## src/rtl/fwkrl_pkg.sv

```systemverilog
// Shared types, widths and codes of the fixed window key rate limiter.
package fwkrl_pkg;

  localparam int KEY_W        = 32;
  localparam int TIME_W       = 32;
  localparam int LIMIT_W      = 16;
  localparam int WINDOW_W     = 17;
  localparam int COUNT_W      = 16;
  localparam int OUTCOME_W    = 3;
  localparam int CFG_INDEX_W  = 1;
  localparam int CFG_DATA_W   = 17;

  localparam int DEFAULT_TABLE_ENTRIES = 64;

  localparam logic [LIMIT_W-1:0]  LIMIT_RESET  = LIMIT_W'(100);
  localparam logic [WINDOW_W-1:0] WINDOW_RESET = WINDOW_W'(60);

  // Configuration register indexes.
  localparam logic [CFG_INDEX_W-1:0] REG_REQUEST_LIMIT = 1'b0;
  localparam logic [CFG_INDEX_W-1:0] REG_WINDOW_LENGTH = 1'b1;

  typedef enum logic [OUTCOME_W-1:0] {
    OUT_NEW       = 3'd0,
    OUT_RESTART   = 3'd1,
    OUT_COUNTED   = 3'd2,
    OUT_DENIED    = 3'd3,
    OUT_UNTRACKED = 3'd4
  } outcome_t;

  // A request as it travels down the row of table cells.
  typedef struct packed {
    logic               valid;
    logic               resolved;
    logic [KEY_W-1:0]   client_key;
    logic [TIME_W-1:0]  now_seconds;
    logic               allowed;
    outcome_t           outcome;
    logic [COUNT_W-1:0] window_count;
  } token_t;

endpackage

```

## src/rtl/fwkrl_cell.sv

```systemverilog
// One table entry of the limiter, acting on the request that passes through it.
module fwkrl_cell import fwkrl_pkg::*; (
  input  logic                clk,
  input  logic                rst,
  input  logic                advance,
  input  logic [LIMIT_W-1:0]  request_limit,
  input  logic [WINDOW_W-1:0] window_length,
  input  token_t              tok_in,
  output token_t              tok_out,
  output logic                entry_used
);

  logic               entry_valid;
  logic [KEY_W-1:0]   entry_key;
  logic [TIME_W-1:0]  entry_window_start;
  logic [COUNT_W-1:0] entry_count;

  logic               tok_valid;
  token_t             tok_q;
  token_t             tok_next;

  logic               claim;
  logic               entry_write;
  logic [TIME_W-1:0]  entry_window_start_next;
  logic [COUNT_W-1:0] entry_count_next;
  logic [TIME_W-1:0]  elapsed;

  always_comb begin
    tok_next                = tok_in;
    claim                   = 1'b0;
    entry_write             = 1'b0;
    entry_window_start_next = entry_window_start;
    entry_count_next        = entry_count;
    elapsed                 = tok_in.now_seconds - entry_window_start;
    if (tok_in.valid && !tok_in.resolved) begin
      if (!entry_valid) begin
        // Entries fill from the lowest index up, so the first free cell
        // also means no later cell can hold this key.
        claim                   = 1'b1;
        entry_write             = 1'b1;
        entry_window_start_next = tok_in.now_seconds;
        entry_count_next        = COUNT_W'(1);
        tok_next.resolved       = 1'b1;
        tok_next.allowed        = 1'b1;
        tok_next.outcome        = OUT_NEW;
        tok_next.window_count   = COUNT_W'(1);
      end else if (entry_key == tok_in.client_key) begin
        tok_next.resolved = 1'b1;
        if (elapsed >= TIME_W'(window_length)) begin
          entry_write             = 1'b1;
          entry_window_start_next = tok_in.now_seconds;
          entry_count_next        = COUNT_W'(1);
          tok_next.allowed        = 1'b1;
          tok_next.outcome        = OUT_RESTART;
          tok_next.window_count   = COUNT_W'(1);
        end else if (entry_count >= request_limit) begin
          tok_next.allowed      = 1'b0;
          tok_next.outcome      = OUT_DENIED;
          tok_next.window_count = entry_count;
        end else begin
          entry_write           = 1'b1;
          entry_count_next      = entry_count + COUNT_W'(1);
          tok_next.allowed      = 1'b1;
          tok_next.outcome      = OUT_COUNTED;
          tok_next.window_count = entry_count + COUNT_W'(1);
        end
      end
    end
  end

  always_ff @(posedge clk) begin
    if (rst) begin
      entry_valid <= 1'b0;
      tok_valid   <= 1'b0;
    end else if (advance) begin
      tok_valid <= tok_in.valid;
      if (claim) begin
        entry_valid <= 1'b1;
      end
    end
  end

  always_ff @(posedge clk) begin
    if (advance) begin
      tok_q <= tok_next;
      if (entry_write) begin
        entry_window_start <= entry_window_start_next;
        entry_count        <= entry_count_next;
      end
      if (claim) begin
        entry_key <= tok_in.client_key;
      end
    end
  end

  always_comb begin
    tok_out       = tok_q;
    tok_out.valid = tok_valid;
  end

  assign entry_used = entry_valid;

endmodule
```

## config.mk

```make
export PLATFORM = sky130hd
export DESIGN_NAME = fwkrl_cell
export DESIGN_NICKNAME = d
export VERILOG_FILES = /design/src/rtl/fwkrl_pkg.sv /design/src/rtl/fwkrl_cell.sv
export SDC_FILE = /design/constraint.sdc
export NUM_CORES = 1
export LEC_CHECK = 0
export BUFFER_PORTS_ARGS = -buffer_cell sky130_fd_sc_hd__buf_4
export CAP_MARGIN = 30
export CORE_MARGIN = 4
export CORE_UTILIZATION = 50
export CTS_CLUSTER_SIZE = 30
export DETAILED_ROUTE_END_ITERATION = 8
export HOLD_SLACK_MARGIN = 0.05
export PLACE_DENSITY = 0.89
export SETUP_SLACK_MARGIN = 0.3
export SYNTH_ARGS = -nofsm -noshare
export SYNTH_HDL_FRONTEND = slang
export SYNTH_SLANG_ARGS = --single-unit
```

## constraint.sdc

```tcl
create_clock -name clk -period 4.75 [get_ports clk]
set_clock_uncertainty 0.1 [all_clocks]
set_input_delay 0.2375 -clock clk [delete_from_list [all_inputs] [get_ports clk]]
set_output_delay 0.2375 -clock clk [all_outputs]
set_load 0.01 [all_outputs]
```

Word-level counts from Yosys, hierarchy flattened
Cells that the tools add are included.
{"block": "word_totals", "reg_bits": 167, "mem_bits_rw": 0, "out_inout_bits": 87, "n_memories": 0, "latchBits": 0, "word_cells": 45, "mem_bits_ro": 0}
{"block": "classes", "shift": 0, "reduce_logical": 5, "div_mod_pow": 0, "n_bitwise": 0, "n_lt_le_gt_ge": 2, "n_eq_ne": 4, "mux": 21, "addsub": 2, "mul": 0}
{"cell": "2-to-1 mux 20 bit", "count": 5}
{"cell": "2-to-1 mux 32 bit", "count": 3}
{"cell": "2-to-1 mux 16 bit", "count": 3}
{"cell": "== test 32 bit", "count": 1}
{"cell": ">= comparator 32 x 17 -> 1 bit", "count": 1}
{"cell": "subtractor 32 bit", "count": 1}
{"cell": "adder 16 x 1 -> 16 bit (second input constant)", "count": 1}
{"cell": ">= comparator 16 bit", "count": 1}
{"cell": "2-to-1 mux 1 bit", "count": 10}
{"cell": "AND reduction 5 bit", "count": 2}
{"cell": "!= test 2 x 1 -> 1 bit (second input constant)", "count": 2}
{"cell": "!= test 3 bit (second input constant)", "count": 1}
{"cell": "AND reduction 2 bit", "count": 1}
{"cell": "logical AND 1 bit", "count": 1}
{"cell": "logical NOT 1 bit", "count": 1}

Longest topological paths before layout
{"block": "depth", "word_depth": 7, "depth_mapped": 23, "ltp_nobuf": 21}

Least setup slack after synthesis
No wires, ideal clock.
{"block": "synth_path", "path_kind": "flip-flop to flip-flop", "start": "reg entry_window_start[0]", "end": "reg entry_window_start[0], enable pin", "t_required_ns": 4.329, "path_buffers": 1, "t_arrival_ns": 4.183, "path_stages_with_launch": 17, "path_slack_ns": 0.147, "path_cell_list": "edfxtp_1 ha_1 fa_1 nand2b_1 a21oi_1 o21ai_0 nand2_1 a21oi_1 xnor2_1 ha_1 a2111oi_4 or4b_1 a22o_1 or4_4 or3_1 buf_2 a31o_2"}
{"block": "synth_between", "elab_chain_len": 7, "word_cells_on_any_way": 8}
{"item": "from (decl)", "line": "fwkrl_cell.sv:15", "text": "logic [TIME_W-1:0] entry_window_start;"}
{"item": "from (signal assigned)", "line": "fwkrl_cell.sv:87", "text": "entry_window_start <= entry_window_start_next;"}
{"item": "subtractor 32 bit (*)", "line": "fwkrl_cell.sv:34", "text": "elapsed = tok_in.now_seconds - entry_window_start;"}
{"item": ">= comparator 32 x 17 -> 1 bit (*)", "line": "fwkrl_cell.sv:49", "text": "if (elapsed >= TIME_W'(window_length)) begin"}
{"item": "2-to-1 mux 1 bit", "line": "fwkrl_cell.sv:49"}
{"item": "2-to-1 mux 1 bit", "line": "fwkrl_cell.sv:47", "text": "end else if (entry_key == tok_in.client_key) begin"}
{"item": "2-to-1 mux 1 bit", "line": "fwkrl_cell.sv:36", "text": "if (!entry_valid) begin"}
{"item": "2-to-1 mux 1 bit", "line": "fwkrl_cell.sv:35", "text": "if (tok_in.valid && !tok_in.resolved) begin"}
{"item": "AND reduction 5 bit (no line) (*)"}
Every way passes the cells marked *; elsewhere a longest branch is shown, timed or not.
A chain may end at the register's enable or synchronous reset.

==> results_dict.tcl <==
set metrics [dict create \
    design_area_sq_um 12900 \
    tritoncts.num_buffers 17 \
    regArea_sq_um 4990 \
    period_minus_slack_ps 4640 \
    worst_setup_path_end_kind "register" \
    synthArstFlopShare_pct 0 \
    hold_viol_final 0 \
    yosysSeqAreaShare_pct 54.5 \
    pwr_density_cell_nw_per_um2 300 \
    cts_tree "yes" \
    route.vias.total 7879 \
    drt_iter0_markers 709 \
    core_area_sq_um 18000 \
    post_synth_main_area_contributors "edfxtp_1 54%, ha_1 8.9%, xor2_1 4.5%" \
    die-height_um 143 \
    p_total_mw 3.87 \
    numClockSinks 167 \
    route.detailed.vias_per_inst 5.78 \
    timing.critical_path.slowest_stage_cell "or4_4" \
    cts-root-buf "clkbuf_16" \
    largest_net_degree_at_the_start_of_global_routing 48 \
    crit_type "register to register" \
    die_width_um 143 \
    timing.slew.headroom_pct 50.6 \
    outcome "complete, no violations" \
    grt_first_pass_wirelength_um 41400 \
    critical_path.cell_chain "inv_2, ha_4, o211ai_1, a21oi_2, buf_4, buf_4, buf_4, buf_4, buf_4, buf_4, o21ai_2, nand2_1, xor2_1, ha_1, and4_1, a31oi_1, a21oi_1, o21ai_2, nand4_1, buf_4, or4_4, o21ai_4" \
    synth_edf_count 165 \
    num-nets-final 1308 \
    critical-path-top-cell-by-count "buf_4" \
    synthTopCellsByCount "165 x edfxtp_1, 78 x inv_1, 65 x ha_1, 51 x nand2_1, 47 x xor2_1" \
    cp_max_fo 8 \
    drv.max_cap_violation_count 0 \
    antenna_found_initial 0 \
    multi_input_area_sq_um 4040 \
    synth.top_cell.area_share_pct 54.1 \
    timing_worst_slew_pin_value_ps 723 \
    instance_count_after_placement_with_tap_cells_included 1222 \
    cts-htree-levels 4 \
    synth.most_common_cell "edfxtp_1" \
    yosysWarningCount 0 \
    synth_fp_nets 981 \
    avg_cell_area_syn_sq_um 11.6 \
    worst_skew_pair.late_latency_ps 430 \
    design.die.area_sq_um 20600 \
    antenna_cells_inserted 0 \
    dpl.hpwl_um 17200 \
    worst_ir_drop_vdd_v 0.000250 \
    globalRouteOverflowTotal 0 \
    drt_pre_antenna_iters 5 \
    wl_um 27200 \
    syn_to_final_growth_pct 40.9 \
    place.gp.congestion 0.914 \
    synth_flop_cell "edfxtp_1" \
    netlist_area_sq_um 9160 \
    port_buffers 208 \
    placedInstanceArea_sq_um 11000 \
    setup_repair_after_global_routing_missed_its_margin "yes" \
    critPathLaunchType "register" \
    synth.ff_latch_count 167 \
    hold_slack_ps 241 \
    timing.critical_path.required_ps 4920 \
    arrival_ps 4820 \
    clk_transition_reported_paths_ps 70 \
    io_pins 209 \
    clk_path_buf_depth 2 \
    grt_use_total_pct 25.7 \
    layout-drive-gt1-share_pct 28.6 \
    timing.final.crit_share_pct 97.8 \
    fill_cells 1171 \
    ant_nets 0 \
    final_max_slew_viol_count 0 \
    initial_core_utilization_pct 50.8 \
    synth_area_leader_cell "edfxtp_1" \
    routed_wire_length_per_instance_um 20.0 \
    layoutNonFillerInstCount 1362 \
    std_cell_rows 49 \
    leakagePower_nw 5.47 \
    utilization_pct 71.6 \
    netlist-cell-type-count 60 \
    stage_delay_of_the_slowest_cell_on_the_critical_path_ps 600 \
    grt_pass1_vias 7862 \
    setup_viol 0 \
    synthCells 793 \
    route.detailed.drc 0 \
    clock.fmax_mhz 215 \
    timing.hold.worst.class "input pin to register" \
]
==> timing repair <==
item	CTS	global route
gates resized for setup	29	23
cloned	5	1
pin swaps	38	9
endpoints found under the setup margin	83	83
buffers inserted	12	4
hold buffers	86	0
endpoints found under the hold margin	150	0
==> logic make-up after synthesis <==
kind of cell	count (synthesis)	share of synthesized area [%]
and+or+nand+nor	204	11.2
AOI/OAI and AO/OA	171	12.7
DFF	167	54.5
buffers and inverters	101	4.41
xor gates and xnor gates	81	7.74
adders and majority gates	66	9.09
muxes	3	0.328
==> power breakdown <==
| part | leakage (nW) | switching, mW | internal, mW | total [mW] |
|---|---|---|---|---|
| logic | 3.59 | 0.377 | 0.355 | 0.732 |
| clock network | 0.287 | 0.690 | 0.712 | 1.40 |
| registers | 1.59 | 0.0300 | 1.70 | 1.74 |
| total | 5.47 | 1.10 | 2.77 | 3.87 |
==> routing by layer <==
metal | wire length [um] | track usage, %
met5 | 0 | 0
met4 | 1170 | 12.1
met3 | 1680 | 3.46
met2 | 13500 | 42.6
met1 | 10900 | 33.6
==> worst paths after layout <==
check,start,end,slack (ps),cells past startpoint
setup / recovery,entry_window_start[2]$_DFFE_PP_,tok_out[9]$_DFFE_PP_,110,22
hold reg to reg,tok_valid$_SDFFE_PP0P_,tok_valid$_SDFFE_PP0P_,430,2
hold / removal,tok_in[16],tok_out[16]$_DFFE_PP_,240,4
setup reg to reg,entry_window_start[2]$_DFFE_PP_,tok_out[9]$_DFFE_PP_,110,22
==> sequential cells by signal (all words and copies together) (netlist names) <==
signal	count
entry_key	32
entry_window_start	32
entry_used	1
tok_valid	1
tok_out	85
entry_count	16
==> cell type report <==
class	instances	area share, %
Tap cell	229	2.22
Clock inverter	15	1.36
Sequential cell	167	38.7
Multi-Input combinational cell	530	31.3
Clock buffer	17	3.30
Inverter	79	2.30
Timing Repair Buffer	325	20.8
==> worst max-delay path: cells and delay by family (launching register included) <==
kind            cells  cell delay, ps
simple gates        4            1040
xor+xnor            1             170
fa+ha+maj           2             490
buf+inv             8            1040
flops               1             380
compound gates      7            1250
==> metrics by stage <==
step,worst slack [ps],TNS [ps]
2_1_floorplan,313,0
3_3_place_gp,41.0,0
3_5_place_dp,-126,-4120
4_1_cts,166,0
5_1_grt,12.7,0
6_report,107,0
==> cells in the final DEF, fill, tap and decap left out, types with 5 or more instances in the layout <==
cell,n
nand3_1,10
o21ai_2,15
inv_1,77
nand4_1,17
clkinv_8,5
xor2_1,47
o21ai_1,7
nor3_1,16
ha_1,62
a31oi_1,6
and3_1,9
clkbuf_16,18
nor4_1,9
dlygate4sd3_1,86
nand2_1,51
o211ai_1,10
a21o_1,26
xnor2_1,34
nand2b_1,10
o21ai_0,20
nor3_2,8
buf_4,237
inv_8,5
a21oi_1,36
nor2b_1,11
nor2_1,43
edfxtp_1,165
o21a_1,5
a211oi_1,5
Note: power is estimated with default switching activity, not from simulation.
